**config.mk**
```make
export PLATFORM = sky130hd
export DESIGN_NAME = tsbs_ctrl
export DESIGN_NICKNAME = d
export VERILOG_FILES = /design/src/design/tsbs_pkg.sv /design/src/design/tsbs_ctrl.sv
export SDC_FILE = /design/constraint.sdc
export NUM_CORES = 1
export LEC_CHECK = 0
export BUFFER_PORTS_ARGS = -buffer_cell sky130_fd_sc_hd__buf_2
export CAP_MARGIN = 20
export CORE_MARGIN = 2
export CORE_UTILIZATION = 53
export DETAILED_ROUTE_END_ITERATION = 8
export PLACE_DENSITY = 0.79
export SLEW_MARGIN = 20
export SYNTH_ARGS = -nofsm -noshare
export SYNTH_HDL_FRONTEND = slang
export SYNTH_SLANG_ARGS = --single-unit
export TNS_END_PERCENT = 100
```
**constraint.sdc**
```tcl
create_clock -name clk -period 3.2 [get_ports clk]
set_input_delay 0.64 -clock clk [delete_from_list [all_inputs] [get_ports clk]]
set_output_delay 0.64 -clock clk [all_outputs]
set_load 0.005 [all_outputs]
```
**src/design/tsbs_pkg.sv**
```systemverilog
// Shared types and constants of the texture store bilinear sampler.
// Used by every design file but tsbs_ram; depends on nothing.
package tsbs_pkg;

  localparam int COORD_W   = 24;
  localparam int CHAN_W    = 16;
  localparam int CFG_W     = 9;
  localparam int CFG_IDX_W = 1;
  localparam int MOD_STEPS = COORD_W;
  localparam int CNT_W     = 5;

  typedef enum logic [2:0] {
    KIND_WR_DISCARD = 3'd0,
    KIND_WR_WRAP    = 3'd1,
    KIND_RD_CLAMP   = 3'd2,
    KIND_RD_WRAP    = 3'd3,
    KIND_SAMPLE     = 3'd4
  } kind_t;

  typedef enum logic [CFG_IDX_W-1:0] {
    CFG_IMAGE_WIDTH  = 1'b0,
    CFG_IMAGE_HEIGHT = 1'b1
  } cfg_reg_t;

  // corner select: bit 1 picks x1, bit 0 picks y1
  localparam logic [1:0] CORNER_00 = 2'd0;

  typedef struct packed {
    logic       load;
    logic       coord;
    logic       mod_step;
    logic       mod_fix;
    logic       addr_ld;
    logic [1:0] corner;
    logic       ram_we;
    logic       cap_pa;
    logic       cap_r0;
    logic       cap_r1;
    logic       cap_res_rd;
    logic       cap_res_lerp;
    logic       out_load;
  } dp_cmd_t;

  typedef struct packed {
    logic [2:0] kind;
    logic       inb;
  } dp_stat_t;

endpackage

```
**src/design/tsbs_ctrl.sv**
```systemverilog
// Controller: sequences one request through coordinate, remainder, store
// access and interpolation steps, and owns the result valid. Uses tsbs_pkg.
module tsbs_ctrl (
  input  logic                clk,
  input  logic                rst_n,
  input  logic                in_valid,
  output logic                in_ready,
  output logic                out_valid,
  input  logic                out_ready,
  input  tsbs_pkg::dp_stat_t  stat,
  output tsbs_pkg::dp_cmd_t   cmd
);

  localparam int CNT_W = tsbs_pkg::CNT_W;
  // read phases: store data shows once the address has passed addr_r and the store's read register
  localparam logic [CNT_W-1:0] PH_LAST_ADDR = CNT_W'(3);
  localparam logic [CNT_W-1:0] PH_P00       = CNT_W'(2);
  localparam logic [CNT_W-1:0] PH_P01       = CNT_W'(3);
  localparam logic [CNT_W-1:0] PH_P10       = CNT_W'(4);
  localparam logic [CNT_W-1:0] PH_P11       = CNT_W'(5);
  localparam logic [CNT_W-1:0] MOD_LAST     = CNT_W'(tsbs_pkg::MOD_STEPS - 1);

  typedef enum logic [3:0] {
    S_IDLE, S_COORD, S_MOD, S_MFIX, S_ADDR, S_WR, S_RD, S_LERPX, S_PUT
  } state_t;

  state_t           state_r, state_nxt;
  logic [CNT_W-1:0] cnt_r, cnt_nxt;
  logic             out_valid_r, out_valid_nxt;

  always_comb begin
    state_nxt     = state_r;
    cnt_nxt       = cnt_r;
    out_valid_nxt = out_valid_r && !out_ready;
    cmd           = '0;
    unique case (state_r)
      S_IDLE: begin
        if (in_valid) begin
          cmd.load  = 1'b1;
          state_nxt = S_COORD;
        end
      end
      S_COORD: begin
        cmd.coord = 1'b1;
        cnt_nxt   = '0;
        unique case (stat.kind) inside
          tsbs_pkg::KIND_WR_DISCARD:                      state_nxt = stat.inb ? S_ADDR : S_IDLE;
          tsbs_pkg::KIND_WR_WRAP, tsbs_pkg::KIND_RD_WRAP: state_nxt = S_MOD;
          tsbs_pkg::KIND_RD_CLAMP, tsbs_pkg::KIND_SAMPLE: state_nxt = S_RD;
          default:                                        state_nxt = S_IDLE;
        endcase
      end
      S_MOD: begin
        cmd.mod_step = 1'b1;
        if (cnt_r == MOD_LAST) begin
          cnt_nxt   = '0;
          state_nxt = S_MFIX;
        end else begin
          cnt_nxt = cnt_r + CNT_W'(1);
        end
      end
      S_MFIX: begin
        cmd.mod_fix = 1'b1;
        cnt_nxt     = '0;
        state_nxt   = (stat.kind == tsbs_pkg::KIND_WR_WRAP) ? S_ADDR : S_RD;
      end
      S_ADDR: begin
        cmd.addr_ld = 1'b1;
        cmd.corner  = tsbs_pkg::CORNER_00;
        state_nxt   = S_WR;
      end
      S_WR: begin
        cmd.ram_we = 1'b1;
        state_nxt  = S_IDLE;
      end
      S_RD: begin
        cmd.addr_ld = (cnt_r <= PH_LAST_ADDR);
        cmd.corner  = cnt_r[1:0];
        cnt_nxt     = cnt_r + CNT_W'(1);
        if (stat.kind != tsbs_pkg::KIND_SAMPLE) begin
          if (cnt_r == PH_P00) begin
            cmd.cap_res_rd = 1'b1;
            state_nxt      = S_PUT;
          end
        end else begin
          cmd.cap_pa = (cnt_r == PH_P00) || (cnt_r == PH_P10);
          cmd.cap_r0 = (cnt_r == PH_P01);
          cmd.cap_r1 = (cnt_r == PH_P11);
          if (cnt_r == PH_P11) state_nxt = S_LERPX;
        end
      end
      S_LERPX: begin
        cmd.cap_res_lerp = 1'b1;
        state_nxt        = S_PUT;
      end
      S_PUT: begin
        if (!out_valid_r || out_ready) begin
          cmd.out_load  = 1'b1;
          out_valid_nxt = 1'b1;
          state_nxt     = S_IDLE;
        end
      end
      default: state_nxt = S_IDLE;
    endcase
  end

  always_ff @(posedge clk) begin
    if (!rst_n) begin
      state_r     <= S_IDLE;
      cnt_r       <= '0;
      out_valid_r <= 1'b0;
    end else begin
      state_r     <= state_nxt;
      cnt_r       <= cnt_nxt;
      out_valid_r <= out_valid_nxt;
    end
  end

  assign in_ready  = (state_r == S_IDLE);
  assign out_valid = out_valid_r;

endmodule

```
; After elaboration in Yosys (flattened, before gate mapping)
; Index checks and enable logic that the tools add are counted.
[totals]
regBits = 10
input_bits = 8
out_inout_bits = 16
elab_cells = 68
[op_classes]
n_addsub = 1
order_cmp = 1
eq_ne = 23
n_mux = 28
reduce_logical = 12
[op_table]
columns = cell, n
row1 = $pmux W4 S8, 1
row2 = $mux W4, 7
row3 = $eq A4 B3 Y1 const B, 4
row4 = $pmux W5 S3, 1
row5 = $mux W1, 13
row6 = $eq A5 B2 Y1 const B, 2
row7 = $eq A5 B3 Y1 const B, 2
row8 = $ne A3 B3 Y1 const B, 3
row9 = $pmux W3 S3, 1
row10 = $eq A4 B2 Y1 const B, 2
row11 = $eq A3 B2 Y1 const B, 2
row12 = $mux W3, 2
row13 = $ne A2 B2 Y1 const B, 3
row14 = $pmux W3 S2, 1
row15 = $reduce_or A2 Y1, 3
row16 = $add A5 B1 Y5 const B, 1
row17 = $eq A5 B5 Y1 const B, 1
row18 = $le A5 B2 Y1 const B, 1
row19 = $mux W5, 1
row20 = $reduce_and A5 Y1, 1
row21 = $eq A4 B1 Y1 const B, 1
row22 = $eq A4 B4 Y1 const B, 1
row23 = $logic_not A4 Y1, 1
row24 = $eq A3 B1 Y1 const B, 1
row25 = 7 further kinds, 9

; Longest topological paths before layout
[depth]
word_depth = 4
mapped_depth = 6
mapped_depth_nobuf = 6

; Worst setup path before layout
; OpenSTA, ideal clock, no wires.
[synth_path]
path_kind = input port to output port
from = input port stat[1] (netlist name)
to = output port cmd[2] (netlist name)
arrival_ns = 1.256
required_ns = 2.560
path_slack_ns = 1.304
stages = 3
cell_sequence = or3b_1 -> nand3_1 -> nor4_1
[synth_rtl]
columns = item, line_no
row1 = from (decl), tsbs_ctrl.sv:10  ; input tsbs_pkg::dp_stat_t stat,
row2 = to (decl), tsbs_ctrl.sv:11  ; output tsbs_pkg::dp_cmd_t cmd

==> results.yml <==
setup_path:
  crit_chain: "nand2_1 -> nor3_1 -> nand2_1 -> nor2_1 -> buf_2"
  worstPathArrival_ns: 1.86
  worstPathMaxFanout: 15
  crit_buf_inv: 1
  path_common_cell: "nand2_1"
  criticalPathCategory: "register to primary output"
  slowest_delay_ns: 0.63
  slowest_stage: "dfxtp_1"
  critical_path.startpoint_type: "register"
  worstPathRequired_ns: 2.56
  crit_family: "simple AND/OR/NAND/NOR gates"
  cp-end-kind: "primary output"
  r2r_setup_slack_ns: 1.37
timing:
  fin_ws_ns: 0.7033
  fin_setup_tns_ns: 0
  max_freq_mhz: 400.5
  rsz0062_at_grt: "false"
  hold_viol: 0
  worst_pin_slew_ns: 0.5450
  finalCriticalPeriod_ns: 2.497
  drv_slew: 0
  setup-violations-final: 0
  slew_headroom_pct: 63.62
  final_min_period_over_clock_period_pct: 78.02
  skew_ns: 0.0003131
layout:
  final_common_cell: "buf_2"
  drive_above_1_share_pct: 21.97
  nets: 145
  mostFrequentLayoutCells: "buf_2, nor2_1, dfxtp_1"
  areaGrowthSynthToFinish_pct: 18.48
  antennaDiodeCount: 0
yosys:
  synth-edff-count: 0
  async_flop_share_pct: 0
  yosysWarnings: 0
  synth_ff_type: "dfxtp_1"
  yosysSeqAreaShare_pct: 24.84
  synth_nets: 121
  synth_cell_types: 34
  netlist_area_um2: 805.8
  ys_ff_latch: 10
  postSynthAreaPerCell_um2: 7.392
  synth_top_area_share_pct: 24.84
  synth_top_cell_by_area: "dfxtp_1"
  netlist_top_cells_area: "dfxtp_1, nor2_1, ha_1, nand2b_1, nor2b_1"
  syn_inst: 109
die:
  die_height_um: 42.99
  io_pins: 24
  start_util_pct: 54.76
  fp-row-count: 14
  core_area_um2: 1471
  die_w_um: 42.99
  dieArea_um2: 1848
detailed_routing:
  avgRoutedWirePerCell_um: 13.23
  dr_total_vias: 881
  viasPerCell: 5.953
  firstDrtPassIters: 4
  drc: 0
  ant_nets: 0
  wl_mm: 1.958
  drt-initial-drc-count: 33
global_route:
  grt_max_degree: 18
  groute.usage.overall_pct: 22.64
  antenna_found_initial: 0
  grt_pass1_wl_mm: 3.194
  grt-ovfl-total: 0
  grt_pass1_vias: 747
cts:
  clockBufferDepth: 2
  ctsHoldBuffers: 0
  insertion_delay_ns: 0.26
  clk_pin_slew_ns: 0.06
  cts_setup_buffers: 0
  clock_sinks: 10
  root_buffer: "clkbuf_4"
  cts-buffers-inserted: 3
  cts_tree: "done"
  post_cts_resized: 0
  h-tree-depth: 1
job:
  cap_violations: 0
place:
  gp_congestion: 0.8208
  place_hpwl_mm: 1.490
  place_worst_setup_slack_ns: 1.009
  port_buffers: 23
power:
  power_density_nw_per_um2: 352.2
  power_leakage_nw: 0.3927
  irDropWorstVdd_mv: 0.2609
outcome:
  status: "finished clean"
hold_path:
  hold_class: "register to register"
[stage by stage]
step / hold WS (ns) / power [mW] / utilization (%) / cells / area (µm²)
2_1_floorplan: 0.5234 / 0.2023 / - / 109 / 805.8
5_1_grt: 0.6093 / 0.3565 / 64.88 / 148 / 954.7
4_1_cts: 0.5777 / 0.3400 / 64.88 / 148 / 954.7
3_3_place_gp: 0.5587 / 0.2257 / 62.42 / 144 / 918.4
6_report: 0.5746 / 0.3362 / 64.88 / 148 / 954.7
3_5_place_dp: 0.5702 / 0.2281 / 62.42 / 144 / 918.4
[state kept, by name, indices dropped and copies added (netlist names)]
signal,count
out_valid,1
cnt_r,5
state_r,4
[worst reg2reg max path, stage by stage, from the launching register on]
cell and delay, ns:
dfxtp_1 0.63, nand2_1 0.26, nor3_1 0.30, o211ai_2 0.19, o311a_1 0.15, o21a_1 0.18
[cell families (layout without fill, tap and decap cells)]
group	count (synthesis)	after routing	synth area share (%)
xor+xnor	3	3	3.261
fa+ha+maj	4	4	6.211
simple gates	58	58	36.80
buf+inv	8	31	4.658
mux	1	1	1.242
flops	10	10	24.84
compound gates	25	25	22.98
[path summary, 6_finish.rpt]
path                   start         end  cells past startpoint
setup / recovery  state_r[1]      cmd[4]                      5
hold / removal      cnt_r[1]    cnt_r[1]                      2
setup reg to reg  state_r[1]  state_r[1]                      5
hold reg to reg     cnt_r[1]    cnt_r[1]                      2
[area by class of cell]
cell class | count | area (µm²)
tap | 16 | 20.02
inverter | 4 | 15.01
clock buffer | 4 | 36.28
multi-input combinational | 91 | 568.0
timing repair buffer | 23 | 115.1
sequential | 10 | 200.2
fill | 147 | 516.7
[synth_stat cells (all sizes together) (3+ instances only)]
cell type and number:
nor2 18, dfxtp 10, nand2 8, a21oi 6, nor3 6, nand2b 5
nor2b 5, ha 4, inv 4, nand4 4, nor4 4, o211ai 3
o21a 3, o31ai 3
[metal layers]
| metal | GRT usage, % | part of all wire [%] |
|---|---|---|
| met1 | 31.51 | 47 |
| met2 | 34.55 | 46 |
| met3 | 1.277 | 5.6 |
| met4 | 12.73 | 1.7 |
| met5 | 0 | 0 |
[report_power, final]
| group | switching (mW) | internal, mW |
|---|---|---|
| Clock | 0.0405 | 0.0690 |
| Combinational | 0.0434 | 0.0350 |
| Sequential | 0.0178 | 0.131 |
Power figures use the tool's default switching activity.
